## src/design/assert_macros.svh

```systemverilog
// Assertion macros shared by the scheduler RTL.
// Depends on nothing; compiled out when SYNTHESIS is defined.
`ifndef ASSERT_MACROS_SVH
`define ASSERT_MACROS_SVH
`ifndef SYNTHESIS
`define ASSERT_HOLDS(lbl, clk, rst_n, prop) \
  lbl: assert property (@(posedge clk) disable iff (!rst_n) (prop)) \
    else $error("scheduler assertion failed");
`define ASSERT_IMPLIES(lbl, clk, rst_n, ante, cons) \
  lbl: assert property (@(posedge clk) disable iff (!rst_n) (ante) |-> (cons)) \
    else $error("scheduler assertion failed");
`define ASSERT_NEXT(lbl, clk, rst_n, ante, cons) \
  lbl: assert property (@(posedge clk) disable iff (!rst_n) (ante) |=> (cons)) \
    else $error("scheduler assertion failed");
`else
`define ASSERT_HOLDS(lbl, clk, rst_n, prop)
`define ASSERT_IMPLIES(lbl, clk, rst_n, ante, cons)
`define ASSERT_NEXT(lbl, clk, rst_n, ante, cons)
`endif
`endif

```

## src/design/tsch_pkg.sv

```systemverilog
// Shared types and constants of the three-class task scheduler.
// Used by the controller, the datapath, the slot FIFO and the top level.
package tsch_pkg;

  localparam int MAX_TASKS = 8;
  localparam int TICK_BITS = 16;
  localparam int SLOT_W    = $clog2(MAX_TASKS);
  localparam int CNT_W     = $clog2(MAX_TASKS + 1);
  localparam int ID_W      = 8;
  localparam logic [SLOT_W-1:0] IDX_LAST = SLOT_W'(MAX_TASKS - 1);

  typedef enum logic [2:0] {
    ACT_START      = 3'd0,
    ACT_CREATE_SYS = 3'd1,
    ACT_CREATE_PER = 3'd2,
    ACT_CREATE_RR  = 3'd3,
    ACT_TICK       = 3'd4,
    ACT_YIELD      = 3'd5,
    ACT_TERM       = 3'd6,
    ACT_NONE       = 3'd7
  } action_t;

  typedef enum logic [1:0] {
    ST_DEAD    = 2'd0,
    ST_READY   = 2'd1,
    ST_RUNNING = 2'd2
  } slot_status_t;

  typedef enum logic [1:0] {
    CL_SYSTEM   = 2'd0,
    CL_PERIODIC = 2'd1,
    CL_RR       = 2'd2
  } task_class_t;

  typedef enum logic [1:0] {
    ERR_NONE     = 2'd0,
    ERR_FULL     = 2'd1,
    ERR_BUDGET   = 2'd2,
    ERR_CONFLICT = 2'd3
  } err_t;

  typedef enum logic [2:0] {
    S_IDLE,
    S_PRE,
    S_SCAN,
    S_FINISH,
    S_DISP,
    S_CREATE,
    S_RESP
  } fsm_state_t;

  typedef struct packed {
    logic              accept;
    logic              pre;
    logic              scan;
    logic              finish;
    logic              disp;
    logic              create;
    logic              resp;
    logic [SLOT_W-1:0] idx;
  } tsch_cmd_t;

  typedef struct packed {
    action_t action;
    logic    started;
    logic    need_disp;
    logic    out_free;
  } tsch_sts_t;

endpackage

```

## src/design/tsch_fifo.sv

```systemverilog
// Circular queue of slot numbers, one per task class that waits in order.
// Depends on tsch_pkg.
module tsch_fifo (
  input  logic                       clk,
  input  logic                       rst_n,
  input  logic                       push,
  input  logic [tsch_pkg::SLOT_W-1:0] push_data,
  input  logic                       pop,
  output logic [tsch_pkg::SLOT_W-1:0] head_data,
  output logic                       not_empty
);

  logic [tsch_pkg::SLOT_W-1:0] item_r [tsch_pkg::MAX_TASKS];
  logic [tsch_pkg::SLOT_W-1:0] head_r, head_nxt;
  logic [tsch_pkg::CNT_W-1:0]  cnt_r, cnt_nxt;
  logic [tsch_pkg::CNT_W:0]    tail_sum;
  logic [tsch_pkg::SLOT_W-1:0] tail;
  logic                        do_push;

  assign tail_sum = (tsch_pkg::CNT_W+1)'(head_r) + (tsch_pkg::CNT_W+1)'(cnt_r);
  assign tail = (tail_sum >= (tsch_pkg::CNT_W+1)'(tsch_pkg::MAX_TASKS)) ?
                tsch_pkg::SLOT_W'(tail_sum - (tsch_pkg::CNT_W+1)'(tsch_pkg::MAX_TASKS)) :
                tsch_pkg::SLOT_W'(tail_sum);
  // drop a push into a full queue
  assign do_push   = push && (cnt_r < tsch_pkg::CNT_W'(tsch_pkg::MAX_TASKS));
  assign head_data = item_r[head_r];
  assign not_empty = (cnt_r != '0);

  always_comb begin
    head_nxt = head_r;
    cnt_nxt  = cnt_r;
    if (pop && not_empty) begin
      head_nxt = (head_r == tsch_pkg::IDX_LAST) ? '0 : head_r + 1'b1;
      cnt_nxt  = cnt_r - 1'b1;
    end else if (do_push) begin
      cnt_nxt = cnt_r + 1'b1;
    end
  end

  always_ff @(posedge clk) begin
    if (!rst_n) begin
      head_r <= '0;
      cnt_r  <= '0;
    end else begin
      head_r <= head_nxt;
      cnt_r  <= cnt_nxt;
    end
  end

  always_ff @(posedge clk) begin
    if (do_push && !pop) begin
      item_r[tail] <= push_data;
    end
  end

endmodule

```

## src/design/tsch_ctrl.sv

```systemverilog
// Sequencer of the scheduler: walks each kernel request through its steps.
// Depends on tsch_pkg; drives the datapath by command, reads its status.
module tsch_ctrl (
  input  logic                clk,
  input  logic                rst_n,
  input  logic                in_valid,
  output logic                in_ready,
  input  tsch_pkg::tsch_sts_t sts,
  output tsch_pkg::tsch_cmd_t cmd
);

  tsch_pkg::fsm_state_t        state_r, state_nxt;
  logic [tsch_pkg::SLOT_W-1:0] idx_r, idx_nxt;

  always_comb begin
    state_nxt = state_r;
    unique case (state_r)
      tsch_pkg::S_IDLE: begin
        if (in_valid) state_nxt = tsch_pkg::S_PRE;
      end
      tsch_pkg::S_PRE: begin
        unique case (sts.action) inside
          tsch_pkg::ACT_START:
            state_nxt = sts.started ? tsch_pkg::S_RESP : tsch_pkg::S_SCAN;
          tsch_pkg::ACT_CREATE_SYS, tsch_pkg::ACT_CREATE_PER, tsch_pkg::ACT_CREATE_RR:
            state_nxt = sts.started ? tsch_pkg::S_SCAN : tsch_pkg::S_CREATE;
          tsch_pkg::ACT_TICK, tsch_pkg::ACT_YIELD, tsch_pkg::ACT_TERM:
            state_nxt = sts.started ? tsch_pkg::S_SCAN : tsch_pkg::S_RESP;
          default:
            state_nxt = tsch_pkg::S_RESP;
        endcase
      end
      tsch_pkg::S_SCAN: begin
        if (idx_r == tsch_pkg::IDX_LAST) begin
          unique case (sts.action) inside
            tsch_pkg::ACT_START:
              state_nxt = tsch_pkg::S_DISP;
            tsch_pkg::ACT_CREATE_SYS, tsch_pkg::ACT_CREATE_PER, tsch_pkg::ACT_CREATE_RR:
              state_nxt = tsch_pkg::S_CREATE;
            default:
              state_nxt = tsch_pkg::S_FINISH;
          endcase
        end
      end
      tsch_pkg::S_FINISH: begin
        state_nxt = sts.need_disp ? tsch_pkg::S_DISP : tsch_pkg::S_RESP;
      end
      tsch_pkg::S_DISP:   state_nxt = tsch_pkg::S_RESP;
      tsch_pkg::S_CREATE: state_nxt = tsch_pkg::S_RESP;
      tsch_pkg::S_RESP: begin
        // hold until the result register is free
        if (sts.out_free) state_nxt = tsch_pkg::S_IDLE;
      end
      default: state_nxt = tsch_pkg::S_IDLE;
    endcase
  end

  always_comb begin
    idx_nxt = '0;
    if (state_r == tsch_pkg::S_SCAN && idx_r != tsch_pkg::IDX_LAST) begin
      idx_nxt = idx_r + 1'b1;
    end
  end

  always_comb begin
    in_ready   = 1'b0;
    cmd        = '0;
    cmd.idx    = idx_r;
    unique case (state_r)
      tsch_pkg::S_IDLE: begin
        in_ready   = 1'b1;
        cmd.accept = in_valid;
      end
      tsch_pkg::S_PRE:    cmd.pre    = 1'b1;
      tsch_pkg::S_SCAN:   cmd.scan   = 1'b1;
      tsch_pkg::S_FINISH: cmd.finish = 1'b1;
      tsch_pkg::S_DISP:   cmd.disp   = 1'b1;
      tsch_pkg::S_CREATE: cmd.create = 1'b1;
      tsch_pkg::S_RESP:   cmd.resp   = sts.out_free;
      default: cmd = '0;
    endcase
  end

  always_ff @(posedge clk) begin
    if (!rst_n) begin
      state_r <= tsch_pkg::S_IDLE;
      idx_r   <= '0;
    end else begin
      state_r <= state_nxt;
      idx_r   <= idx_nxt;
    end
  end

endmodule

```

## src/design/tsch_dp.sv

```systemverilog
// Datapath of the scheduler: slot table, class queues, tick and result register.
// Depends on tsch_pkg and tsch_fifo; stepped by tsch_ctrl commands.
module tsch_dp (
  input  logic                clk,
  input  logic                rst_n,
  input  tsch_pkg::tsch_cmd_t cmd,
  output tsch_pkg::tsch_sts_t sts,
  input  logic [2:0]          in_action,
  input  logic [15:0]         in_task_period,
  input  logic [15:0]         in_task_budget,
  input  logic [15:0]         in_task_offset,
  output logic                out_valid,
  input  logic                out_ready,
  output logic [2:0]          out_running_slot,
  output logic                out_running_idle,
  output logic [7:0]          out_new_task_id,
  output logic [1:0]          out_error_code
);

  localparam int TW = tsch_pkg::TICK_BITS;
  localparam int SW = tsch_pkg::SLOT_W;
  localparam int MT = tsch_pkg::MAX_TASKS;

  // request registers
  tsch_pkg::action_t     act_r;
  logic [TW-1:0]         per_r, bud_r, off_r;

  // scheduler state
  tsch_pkg::slot_status_t st_r   [MT];
  tsch_pkg::task_class_t  cls_r  [MT];
  logic [TW-1:0]          sper_r [MT];
  logic [TW-1:0]          sbud_r [MT];
  logic [TW-1:0]          srel_r [MT];
  logic [TW-1:0]          tick_r;
  logic                   started_r;
  logic [SW-1:0]          cur_r;
  logic                   idle_r;
  logic [tsch_pkg::ID_W-1:0] last_id_r;
  logic [tsch_pkg::CNT_W-1:0] live_r;

  // per-request working state
  tsch_pkg::err_t        err_r;
  logic [tsch_pkg::ID_W-1:0] new_id_r;
  logic [1:0]            rdy_cnt_r;
  logic [MT-1:0]         pvec_r;

  // result register
  logic                  out_valid_r;
  logic [2:0]            o_slot_r;
  logic                  o_idle_r;
  logic [7:0]            o_id_r;
  tsch_pkg::err_t        o_err_r;

  // one read port into the slot table
  logic [SW-1:0]          rd_idx;
  tsch_pkg::slot_status_t rd_st;
  tsch_pkg::task_class_t  rd_cls;
  logic [TW-1:0]          rd_per, rd_bud, rd_rel, rel_adv, diff, diff_adv;
  logic                   is_per, nonneg, upd, pv;

  logic [SW-1:0]          free_idx, rdy_pick, pick;
  logic                   free_found, any_ready, found;
  tsch_pkg::task_class_t  new_cls;
  logic                   bud_bad, tbl_full, create_ok;
  logic                   term_cur, requeue;
  logic [tsch_pkg::ID_W-1:0] id_inc, id_next;

  logic [SW-1:0]          sys_head, rr_head;
  logic                   sys_nempty, rr_nempty;
  logic                   sys_push, sys_pop, rr_push, rr_pop;

  assign rd_idx   = cmd.scan ? cmd.idx : cur_r;
  assign rd_st    = st_r[rd_idx];
  assign rd_cls   = cls_r[rd_idx];
  assign rd_per   = sper_r[rd_idx];
  assign rd_bud   = sbud_r[rd_idx];
  assign rd_rel   = srel_r[rd_idx];
  assign rel_adv  = rd_rel + rd_per;
  assign diff     = tick_r - rd_rel;
  assign diff_adv = diff - rd_per;
  assign nonneg   = !diff[TW-1];
  assign is_per   = (rd_cls == tsch_pkg::CL_PERIODIC);
  // push an overrunning periodic task one period ahead; not on start scans
  assign upd = (act_r != tsch_pkg::ACT_START) && (rd_st == tsch_pkg::ST_READY) &&
               is_per && nonneg && (diff > rd_bud) && (diff < rd_per);
  // readiness is taken against the advanced release when one was made
  assign pv  = is_per && (upd ? !diff_adv[TW-1] : nonneg);

  assign term_cur = (act_r == tsch_pkg::ACT_TERM) && !idle_r;
  assign requeue  = !term_cur && !idle_r && (rd_cls != tsch_pkg::CL_SYSTEM);

  always_comb begin
    free_idx   = '0;
    free_found = 1'b0;
    for (int i = MT - 1; i >= 0; i--) begin
      if (st_r[i] == tsch_pkg::ST_DEAD) begin
        free_idx   = SW'(i);
        free_found = 1'b1;
      end
    end
  end

  always_comb begin
    rdy_pick  = '0;
    any_ready = 1'b0;
    for (int i = 0; i < MT; i++) begin
      if (st_r[i] == tsch_pkg::ST_READY && pvec_r[i]) begin
        rdy_pick  = SW'(i);
        any_ready = 1'b1;
      end
    end
  end

  always_comb begin
    unique case (act_r)
      tsch_pkg::ACT_CREATE_PER: new_cls = tsch_pkg::CL_PERIODIC;
      tsch_pkg::ACT_CREATE_RR:  new_cls = tsch_pkg::CL_RR;
      default:                  new_cls = tsch_pkg::CL_SYSTEM;
    endcase
  end

  assign bud_bad   = (new_cls == tsch_pkg::CL_PERIODIC) && (bud_r >= per_r);
  assign tbl_full  = (live_r >= tsch_pkg::CNT_W'(MT)) || !free_found;
  assign create_ok = !bud_bad && !tbl_full;
  assign id_inc    = last_id_r + 1'b1;
  assign id_next   = (id_inc == '0) ? tsch_pkg::ID_W'(1) : id_inc;

  assign found = sys_nempty || any_ready || rr_nempty;
  assign pick  = sys_nempty ? sys_head : (any_ready ? rdy_pick : rr_head);

  assign sys_push = cmd.create && create_ok && (new_cls == tsch_pkg::CL_SYSTEM);
  assign rr_push  = (cmd.create && create_ok && (new_cls == tsch_pkg::CL_RR)) ||
                    (cmd.finish && requeue && (rd_cls == tsch_pkg::CL_RR));
  assign sys_pop  = cmd.disp && sys_nempty;
  assign rr_pop   = cmd.disp && !sys_nempty && !any_ready && rr_nempty;

  tsch_fifo u_sys_fifo (
    .clk       (clk),
    .rst_n     (rst_n),
    .push      (sys_push),
    .push_data (free_idx),
    .pop       (sys_pop),
    .head_data (sys_head),
    .not_empty (sys_nempty)
  );

  tsch_fifo u_rr_fifo (
    .clk       (clk),
    .rst_n     (rst_n),
    .push      (rr_push),
    .push_data (cmd.finish ? cur_r : free_idx),
    .pop       (rr_pop),
    .head_data (rr_head),
    .not_empty (rr_nempty)
  );

  // control state
  always_ff @(posedge clk) begin
    if (!rst_n) begin
      for (int i = 0; i < MT; i++) st_r[i] <= tsch_pkg::ST_DEAD;
      tick_r      <= '0;
      started_r   <= 1'b0;
      cur_r       <= '0;
      idle_r      <= 1'b1;
      last_id_r   <= '0;
      live_r      <= '0;
      out_valid_r <= 1'b0;
    end else begin
      if (cmd.pre) begin
        if (act_r == tsch_pkg::ACT_START) begin
          tick_r    <= '0;
          started_r <= 1'b1;
        end else if (act_r == tsch_pkg::ACT_TICK && started_r) begin
          tick_r <= tick_r + 1'b1;
        end
      end
      if (cmd.finish) begin
        if (term_cur) begin
          st_r[cur_r] <= tsch_pkg::ST_DEAD;
          if (live_r != '0) live_r <= live_r - 1'b1;
        end else if (requeue) begin
          st_r[cur_r] <= tsch_pkg::ST_READY;
        end
      end
      if (cmd.disp) begin
        if (found) begin
          cur_r      <= pick;
          idle_r     <= 1'b0;
          st_r[pick] <= tsch_pkg::ST_RUNNING;
        end else begin
          cur_r  <= '0;
          idle_r <= 1'b1;
        end
      end
      if (cmd.create && create_ok) begin
        st_r[free_idx] <= tsch_pkg::ST_READY;
        live_r         <= live_r + 1'b1;
        last_id_r      <= id_next;
      end
      if (cmd.resp) begin
        out_valid_r <= 1'b1;
      end else if (out_ready) begin
        out_valid_r <= 1'b0;
      end
    end
  end

  // payload: request, slot fields, working state and result
  always_ff @(posedge clk) begin
    if (cmd.accept) begin
      act_r     <= tsch_pkg::action_t'(in_action);
      per_r     <= in_task_period[TW-1:0];
      bud_r     <= in_task_budget[TW-1:0];
      off_r     <= in_task_offset[TW-1:0];
      err_r     <= tsch_pkg::ERR_NONE;
      new_id_r  <= '0;
      rdy_cnt_r <= '0;
    end
    if (cmd.pre && act_r == tsch_pkg::ACT_YIELD && started_r && !idle_r && is_per) begin
      srel_r[cur_r] <= rel_adv;
    end
    if (cmd.scan) begin
      if (upd) srel_r[cmd.idx] <= rel_adv;
      pvec_r[cmd.idx] <= pv;
      if (rd_st == tsch_pkg::ST_READY && pv && rdy_cnt_r != 2'd2) begin
        rdy_cnt_r <= rdy_cnt_r + 1'b1;
      end
    end
    if (cmd.finish && rdy_cnt_r == 2'd2) begin
      err_r <= tsch_pkg::ERR_CONFLICT;
    end
    if (cmd.create) begin
      if (bud_bad) begin
        err_r <= tsch_pkg::ERR_BUDGET;
      end else if (tbl_full) begin
        err_r <= tsch_pkg::ERR_FULL;
      end else begin
        err_r    <= (rdy_cnt_r == 2'd2) ? tsch_pkg::ERR_CONFLICT : tsch_pkg::ERR_NONE;
        new_id_r <= id_next;
        cls_r[free_idx] <= new_cls;
        if (new_cls == tsch_pkg::CL_PERIODIC) begin
          sper_r[free_idx] <= per_r;
          sbud_r[free_idx] <= bud_r;
          srel_r[free_idx] <= off_r;
        end else begin
          sper_r[free_idx] <= '0;
          sbud_r[free_idx] <= '0;
          srel_r[free_idx] <= '0;
        end
      end
    end
    if (cmd.resp) begin
      o_slot_r <= idle_r ? 3'd0 : 3'(cur_r);
      o_idle_r <= idle_r;
      o_id_r   <= 8'(new_id_r);
      o_err_r  <= err_r;
    end
  end

  assign sts.action    = act_r;
  assign sts.started   = started_r;
  assign sts.need_disp = term_cur || idle_r || (rd_cls != tsch_pkg::CL_SYSTEM);
  assign sts.out_free  = !out_valid_r || out_ready;

  assign out_valid        = out_valid_r;
  assign out_running_slot = o_slot_r;
  assign out_running_idle = o_idle_r;
  assign out_new_task_id  = o_id_r;
  assign out_error_code   = o_err_r;

endmodule

```

## src/design/three_class_task_scheduler.sv

```systemverilog
// Three-class task scheduler: one kernel request in, one status result out.
// Request channel (in_valid/in_ready): action plus period, budget and offset
// of a periodic task to create. Result channel (out_valid/out_ready): running
// slot, idle flag, new task identifier and error code.
// Each request runs through a sequencer: one decode step, where the action
// needs it a scan of the slot table at one slot per cycle, then requeue,
// dispatch or task creation, and the result. A new request is taken in the
// cycle after the result is loaded, not while the last one is in the sequencer.
// The result sits in an output register; a new request is accepted while it
// waits, and a stalled receiver holds the sequencer in its last step.
// Reset (rst_n low, synchronous) kills all slots, empties both queues,
// clears the tick, identifier and live counters and makes idle run.
// Depends on tsch_pkg, tsch_ctrl, tsch_dp, tsch_fifo and assert_macros.svh.
`include "assert_macros.svh"
module three_class_task_scheduler (
  input  logic        clk,
  input  logic        rst_n,
  input  logic        in_valid,
  output logic        in_ready,
  input  logic [2:0]  in_action,
  input  logic [15:0] in_task_period,
  input  logic [15:0] in_task_budget,
  input  logic [15:0] in_task_offset,
  output logic        out_valid,
  input  logic        out_ready,
  output logic [2:0]  out_running_slot,
  output logic        out_running_idle,
  output logic [7:0]  out_new_task_id,
  output logic [1:0]  out_error_code
);

  tsch_pkg::tsch_cmd_t cmd;
  tsch_pkg::tsch_sts_t sts;

  tsch_ctrl u_ctrl (
    .clk      (clk),
    .rst_n    (rst_n),
    .in_valid (in_valid),
    .in_ready (in_ready),
    .sts      (sts),
    .cmd      (cmd)
  );

  tsch_dp u_dp (
    .clk              (clk),
    .rst_n            (rst_n),
    .cmd              (cmd),
    .sts              (sts),
    .in_action        (in_action),
    .in_task_period   (in_task_period),
    .in_task_budget   (in_task_budget),
    .in_task_offset   (in_task_offset),
    .out_valid        (out_valid),
    .out_ready        (out_ready),
    .out_running_slot (out_running_slot),
    .out_running_idle (out_running_idle),
    .out_new_task_id  (out_new_task_id),
    .out_error_code   (out_error_code)
  );

  `ASSERT_NEXT(a_busy_after_accept, clk, rst_n, in_valid && in_ready, !in_ready)
  `ASSERT_HOLDS(a_one_step, clk, rst_n,
    $onehot0({cmd.pre, cmd.scan, cmd.finish, cmd.disp, cmd.create, cmd.resp}))
  `ASSERT_IMPLIES(a_idle_slot_zero, clk, rst_n, out_valid && out_running_idle,
    out_running_slot == 3'd0)
  `ASSERT_IMPLIES(a_result_loaded, clk, rst_n, $rose(out_valid), $past(cmd.resp))

endmodule

```

## config.mk

```make
export PLATFORM = sky130hd
export DESIGN_NAME = three_class_task_scheduler
export DESIGN_NICKNAME = d
export VERILOG_FILES = /design/src/design/tsch_pkg.sv /design/src/design/tsch_fifo.sv /design/src/design/tsch_ctrl.sv /design/src/design/tsch_dp.sv /design/src/design/three_class_task_scheduler.sv
export VERILOG_INCLUDE_DIRS = /design/src /design/src/design
export SDC_FILE = /design/constraint.sdc
export NUM_CORES = 1
export LEC_CHECK = 0
export ABC_AREA = 1
export BUFFER_PORTS_ARGS = -buffer_cell sky130_fd_sc_hd__buf_2
export CAP_MARGIN = 20
export CORE_MARGIN = 8
export CORE_UTILIZATION = 55
export CTS_BUF_LIST = sky130_fd_sc_hd__clkbuf_8
export CTS_CLUSTER_DIAMETER = 40
export DETAILED_ROUTE_END_ITERATION = 10
export GPL_TIMING_DRIVEN = 0
export PLACE_DENSITY = 0.74
export SYNTH_ARGS = -nofsm -noshare
export SYNTH_HDL_FRONTEND = slang
export SYNTH_SLANG_ARGS = --single-unit
```

## constraint.sdc

```tcl
create_clock -name clk -period 5.9 [get_ports clk]
set_input_delay 0.885 -clock clk [delete_from_list [all_inputs] [get_ports clk]]
set_output_delay 0.885 -clock clk [all_outputs]
set_load 0.01 [all_outputs]
```

==> summary.md, run 1 <==
| Metric | Value |
|---|---|
| CTS tree | done |
| Synth Area in Compound Gates | a little under an eighth |
| Synth Area in Adders | 4.720% |
| Worst vdd ir | 272.9 uV |
| Mapped Area | about 28000 um2 |
| Clk_skew | around 0.047 ns |
| Worst Hold Class | in2reg |
| Clk root buf | clkbuf_8 |
| GRT Util Overall | 26.55% |
| Hold depth | 1 |
| Die area | 58160 um2 |
| Slew @ Worst Pin | around 1.2 ns |
| Vias per cell | 6.018 |
| FP Rows | 82 |
| CTS max path bufs | 3 |
| Initial Util | 55.69% |
| DRT Pass-1 Iters | 7 |
| Crit path required time | around 6.3 ns |
| CP Max Fanout | 10 |
| Port bufs | 70 |
| I/O pin cnt | ~70 |
| Hold Worst Slack | between 0.3 and 0.4 ns |
| Top achievable clock speed | about 170 MHz |
| Length of routed met2 wiring | roughly 38 mm |
| Critical path's largest stage delay | about 0.36 ns |
| Library cells used by synthesis | 58 |
| CTS Hold Bufs | 0 |
| Setup CP Type | reg2reg |
| WL/cell | around 22 um |
| Warnings from Yosys | 0 |
| Worst flop-to-flop path endpoint | u_dp.srel_r[1][0]$_DFFE_PP_ |
| Htree depth | 3 |
| CP startpoint kind | flop |
| Setup WS post-layout | -0.08167 ns |
| Leak | approximately 13 nW |
| DRT Wirelength | approximately 80 mm |
| Pin count of the biggest net entering global routing | 35 |
| Synth Area in XOR/XNOR | roughly 1.1% |
| Crit. End Element | flop |
| Syn_nets | roughly 2800 |
| Endpoint, Worst Hold | u_dp.per_r[13]$_DFFE_PP_ |
| Clk sinks | about 610 |
| Synth Area in Simple Gates | between 10% and 20% |
| Period utilization | 101.4% |
| Reg2reg path depth | 41 |
| Chip width | 241.2 um |
| Hold Path Origin | in_task_period[13] |
| Final setup vio count | 87 |
| GR Overflow Total | 0 |
| Vias | between 20000 and 25000 |
| Max-Slew Margin vs Limit | 22.30% |
| Place WS | -1.545 ns |
| CP arrival | approximately 6.4 ns |
| FF+latch count, synth | slightly above 600 |
| Synth Flop Type | edfxtp_1 |
| Most common cell on crit path | nand2_2 |
| Die height | ~240 um |
| Synth top cells by count | 539 x edfxtp_1, 362 x nand2_1, 335 x nor2_1 |
| FF-to-FF setup slack | -0.08 ns |
| Failing checks | setup timing |
| Number of CTS-inserted buffers | a little over 100 |
| Total power draw | around 15 mW |
| Nets | 3039 |
| DRT met1 WL | 28.89 mm |
| Seq/Total Area, Yosys | a little over three fifths |
| Fin cells | 3642 |
| Max-slew violation count | 0 |
| Mux contribution to synthesized area | 0% |
| First-pass GRT wire length | approximately 120 mm |
| Met3 WL | a little over 8 mm |
| Iteration-0 DRC Markers | around 2700 |
| Average cell area after synthesis | ~11 um2 |
| CP max-delay cell | dfxtp_4 |
| Worst reg2reg path startpoint | u_ctrl.state_r[2]$_SDFFE_PN0P_ |
| Leading area contributor after synthesis | edfxtp_1 |
| Final hold vios | 0 |
| Pwr dens | between 400 and 500 nW/um2 |
| Layout area overhead | 19.56% |
| Core Footprint | 50070 um2 |
| TNS Setup | -3.520 ns |
| Initial antenna violation count | 1 |
| Worst path depth | a little over 40 |
| RSZ-0062 raised after global routing | true |
| Synth Instances | roughly 2600 |
| Run status | complete, but fails checks |
| Largest family of logic cells by synthesized area | simple AND/OR/NAND/NOR gates |
| Placed insts | around 3400 |
| HPWL after DPL | about 54 mm |
| Cell with the most instances after synthesis | edfxtp_1 |
| Max cap viols | 0 |
| Clock latency on the worst-skew pair | roughly 0.74 ns |
| Gpl congestion | roughly 0.94 |
| Synth async-reset ratio | 0% |
| Post-synth EDFFs | 539 |
| Synth top area cells | edfxtp_1 58%, o21ai_0 5.2%, dfxtp_1 5.0%, nand2_1 4.9%, nor2_1 4.5% |
| CP top delay family | simple AND/OR/NAND/NOR gates |
| Minimum clock period | 5.982 ns |
| Final ANT Viol Nets | 0 |
| Vias in the first global route | between 20000 and 25000 |
| DR top layer | met4 |
| Layout cells sized above 1 | 18.09% |
| DR DRC count | 0 |
| CTS clk-pin slew, worst paths | 0.06 ns |
| Post-synth top area share | 58.05% |
| Critical path buffer and inverter count | 11 |
[power by group]
part	switching (mW)	internal, mW	total (mW)
registers	0.135	5.69	5.83
logic	3.76	1.84	5.61
clock network	1.76	2.02	3.79
[layout by cell type, fill, tap and decap left out, types with 19 or more instances in the layout]
master,netlist,routed
buf_4,5,63
buf_2,10,74
edfxtp_1,539,539
nand3_1,116,112
o22ai_1,74,73
buf_12,1,19
clkbuf_1,75,38
buf_6,3,23
nor2_1,335,319
nand2_1,362,344
a21oi_1,121,114
o21ai_0,290,264
nand2_2,8,23
clkinv_1,1,22
nor3_1,31,27
clkbuf_8,0,115
inv_1,263,274
nand4_1,24,24
dfxtp_1,70,66
ha_1,94,82
[registers in the layout, indices dropped and copies added (netlist names), 4 cells and up, named ones only]
name,flops
u_dp.per_r,16
u_dp.off_r,16
u_dp.out_new_task_id,8
u_dp.srel_r,128
u_dp.pvec_r,8
u_dp.bud_r,16
u_dp.st_r,16
u_dp.tick_r,16
u_dp.u_sys_fifo.item_r,24
u_dp.live_r,4
u_dp.new_id_r,8
u_dp.last_id_r,8
u_dp.sper_r,128
u_dp.u_sys_fifo.cnt_r,4
u_dp.cls_r,16
u_dp.sbud_r,128
u_dp.u_rr_fifo.item_r,24
u_dp.u_rr_fifo.cnt_r,4
[per-stage QoR]
stage / utilization [%] / instance area, um2
after CTS: 65.03 / 32560
after global routing: 66.59 / 33340
after global placement: 58.07 / 29080
after detailed placement: 59.09 / 29590
final: 66.59 / 33340
after floorplan: - / 27880
[how the worst max path moves through the flow]
stage | slack, ns | from | endpoint
final | -0.08 | u_ctrl.state_r[2]$_SDFFE_PN0P_ | u_dp.srel_r[1][0]$_DFFE_PP_
after detailed placement | -1.54 | u_ctrl.state_r[2]$_SDFFE_PN0P_ | u_dp.srel_r[1][7]$_DFFE_PP_
after global placement | -2.43 | u_ctrl.state_r[2]$_SDFFE_PN0P_ | u_dp.srel_r[7][7]$_DFFE_PP_
after floorplan | -0.24 | u_ctrl.state_r[1]$_SDFFE_PN0P_ | u_dp.srel_r[1][0]$_DFFE_PP_
after CTS | 0.008 | u_ctrl.state_r[2]$_SDFFE_PN0P_ | u_dp.srel_r[7][12]$_DFFE_PP_
after global routing | -0.25 | u_ctrl.state_r[2]$_SDFFE_PN0P_ | u_dp.srel_r[1][0]$_DFFE_PP_
[metal layers]
layer	track usage [%]	vias to the layer above
met4	16.17	0
met5	0	-
met3	6.051	360
li1	-	9750
met2	43.19	1384
met1	32.12	10420
[final cells by class]
class                      instances  area, um2
sequential                       609      17600
fill                            3653      16730
multi-input combinational       1627       9474
timing repair buffer             174       1520
clock buffer                     107       1473
inverter                         269       1025
tap                              672      840.8
buffer                            99      795.8
clock inverter                    84      610.6
antenna                            1      2.502
[kinds of logic (layout without fill, tap and decap cells)]
group / count (synthesis) / in the layout
DFF: 609 / 609
AOI/OAI and AO/OA: 569 / 569
buffers and inverters: 371 / 733
adders and majority gates: 101 / 101
and+or+nand+nor: 920 / 921
other: 0 / 1
xor gates and xnor gates: 36 / 36
[what timing repair did]
| action | in CTS | in global routing |
|---|---|---|
| buffers inserted | 30 | 34 |
| cloned | 3 | 6 |
| pin swaps | 33 | 62 |
| gates resized for setup | 167 | 134 |
| setup endpoints to repair | 138 | 144 |
(Power assumes the default switching activity.)
==> run 2: changes to the inputs <==
SKIP_CTS_REPAIR_TIMING = 1   (was not set)
==> summary.md, run 2 (synthesis gave the netlist of run 1 again) <==
| Metric | Value |
|---|---|
| Worst vdd ir | 284.1 uV (+4.1%) |
| Slew @ Worst Pin | 1.178 ns (+0.02496 ns) |
| Clk sinks | 609 (unchanged) |
| Failing checks | setup timing |
| Fillers | 3691 (+1.0%) |
| WL/cell | 21.82 um (-0.48%) |
| Clock latency on the worst-skew pair | 0.74 ns (about the same) |
| Layout cells sized above 1 | 17.61% (-0.48 points) |
| FF+latch area | 17600 um2 (unchanged) |
| Top achievable clock speed | 163.9 MHz (-2.0%) |
| DRT Wirelength | 79.24 mm (-0.75%) |
| DRT met1 WL | 28.55 mm (-1.2%) |
| Final hold vios | 0 (unchanged) |
| Minimum clock period | 6.102 ns (+0.1206 ns) |
| Initial Util | 55.69% (unchanged) |
| Port bufs | 70 (unchanged) |
| Die area | 58160 um2 (unchanged) |
| CP max-delay cell | dfxtp_4 |
| Max-slew violation count | 0 (unchanged) |
| Pwr dens | 455.4 nW/um2 (-0.24%) |
| Core Footprint | 50070 um2 (unchanged) |
| Vias in the first global route | 20830 (-2.4%) |
| Final ANT Viol Nets | 0 (unchanged) |
| Vias | 21710 (-0.93%) |
| Run status | complete, but fails checks |
| Critical path buffer and inverter count | 10 (-1) |
| Period utilization | 103.4% (+2.0 points) |
| DRT Pass-1 Iters | 6 (-1) |
| Max cap viols | 0 (unchanged) |
| Number of CTS-inserted buffers | 103 (unchanged) |
| Crit. End Element | flop |
| Nets | 3029 (-0.33%) |
| Place WS | -1.545 ns (unchanged) |
| FP Rows | 82 (unchanged) |
| Placed cell areas | 29590 um2 (unchanged) |
| Initial antenna violation count | 1 (unchanged) |
| Gpl congestion | 0.9441 (unchanged) |
| Clk_skew | 0.05092 ns (+0.004419 ns) |
| First-pass GRT wire length | 114.3 mm (-2.7%) |
| CTS tree | done |
| Critical path's largest stage delay | 0.37 ns (about the same) |
| Iteration-0 DRC Markers | 2474 (-7.8%) |
| Layout area overhead | 19.00% |
| CTS max path bufs | 3 (unchanged) |
| Htree depth | 3 (unchanged) |
| Setup CP Type | reg2reg |
| Final setup vio count | 126 (+45%) |
| Chip width | 241.2 um (unchanged) |
| Top Registers | u_dp.sbud_r (128), u_dp.sper_r (128), u_dp.srel_r (128) |
| HPWL after DPL | 54.24 mm (unchanged) |
| Worst Hold Class | in2reg |
| Leading cell type in the layout, fill and taps excluded | edfxtp_1 |
| Most frequent cells in the layout | 539 x edfxtp_1, 342 x nand2_1, 318 x nor2_1 |
| CTS clk-pin slew, worst paths | 0.06 ns (about the same) |
| Length of routed met2 wiring | 37.25 mm (-1.2%) |
| Most common cell on crit path | nand3_2 |
| Die height | 241.2 um (unchanged) |
| Clk root buf | clkbuf_8 |
| Vias per cell | 5.978 (-0.65%) |
| GR Overflow Total | 0 (unchanged) |
| Hold Worst Slack | 0.3349 ns (-0.001026 ns) |
| Final Util | 66.28% (-0.31 points) |
| DR DRC count | 0 (unchanged) |
| Leak | 12.80 nW (-0.41%) |
| Pin count of the biggest net entering global routing | 35 (unchanged) |
| Met3 WL | 8.429 mm (+3.9%) |
| I/O pin cnt | 71 (unchanged) |
| Setup WS post-layout | -0.2023 ns (-0.1206 ns) |
| Crit path required time | 6.30 ns (about the same) |
| DR top layer | met4 |
| RSZ-0062 raised after global routing | true |
| CP top delay family | simple AND/OR/NAND/NOR gates |
| CP startpoint kind | flop |
| TNS Setup | -14.54 ns (-11.02 ns) |
| Max-Slew Margin vs Limit | 20.61% (-1.7 points) |
| CP arrival | 6.51 ns (+0.12 ns) |
| Design area | 33180 um2 (-0.47%) |
| Multi-input logic area | 9434 um2 (-0.42%) |
| CP Max Fanout | 15 (+5) |
| GRT Util Overall | 25.84% (-0.71 points) |
run 2: layout make-up:
type,count,share of cell area (%)
Timing Repair Buffer,164,4.502
Inverter,269,3.096
Buffer,99,2.123
Clock buffer,107,4.438
Multi-Input combinational cell,1627,28.43
Sequential cell,609,53.03
Antenna cell,1,0.007541
Tap cell,672,2.534
Clock inverter,84,1.840
run 2: report_power, final:
group          internal [mW]  leakage [nW]  switching, mW
combinational           1.77          6.18           3.73
sequential              5.69          5.48          0.135
clock                   2.02          1.14           1.76
run 2: metal layers:
metal	global-route usage (%)	up-vias
li1	-	9716
met4	14.73	0
met5	0	-
met3	5.800	320
met1	31.44	10300
met2	42.38	1380
run 2: path summary, 6_finish.rpt:
check / start / end / slack [ns] / depth (start not counted)
hold reg to reg: u_dp.new_id_r[4]$_DFF_P_ / u_dp.out_new_task_id[4]$_DFFE_PP_ / 0.44 / 0
setup reg to reg: u_ctrl.state_r[0]$_SDFFE_PN0P_ / u_dp.srel_r[6][10]$_DFFE_PP_ / -0.20 / 38
setup / recovery: u_ctrl.state_r[0]$_SDFFE_PN0P_ / u_dp.srel_r[6][10]$_DFFE_PP_ / -0.20 / 38
hold / removal: in_task_period[13] / u_dp.per_r[13]$_DFFE_PP_ / 0.33 / 1
run 2: metrics by stage:
stage	cells	total power [mW]
finish	3632	15.11
global route	3632	15.81
CTS	3570	14.34
detailed placement	3379	10.59
global placement	3348	10.35
floorplan	2606	8.979
run 2: worst reg2reg max path: cells and delay by family (launching register included):
| family | cells | cell delay [ns] |
|---|---|---|
| DFF | 1 | 0.37 |
| adders and majority gates | 2 | 0.56 |
| xor gates and xnor gates | 1 | 0.26 |
| and+or+nand+nor | 18 | 2.30 |
| buffers and inverters | 10 | 1.36 |
| AOI/OAI and AO/OA | 7 | 0.97 |
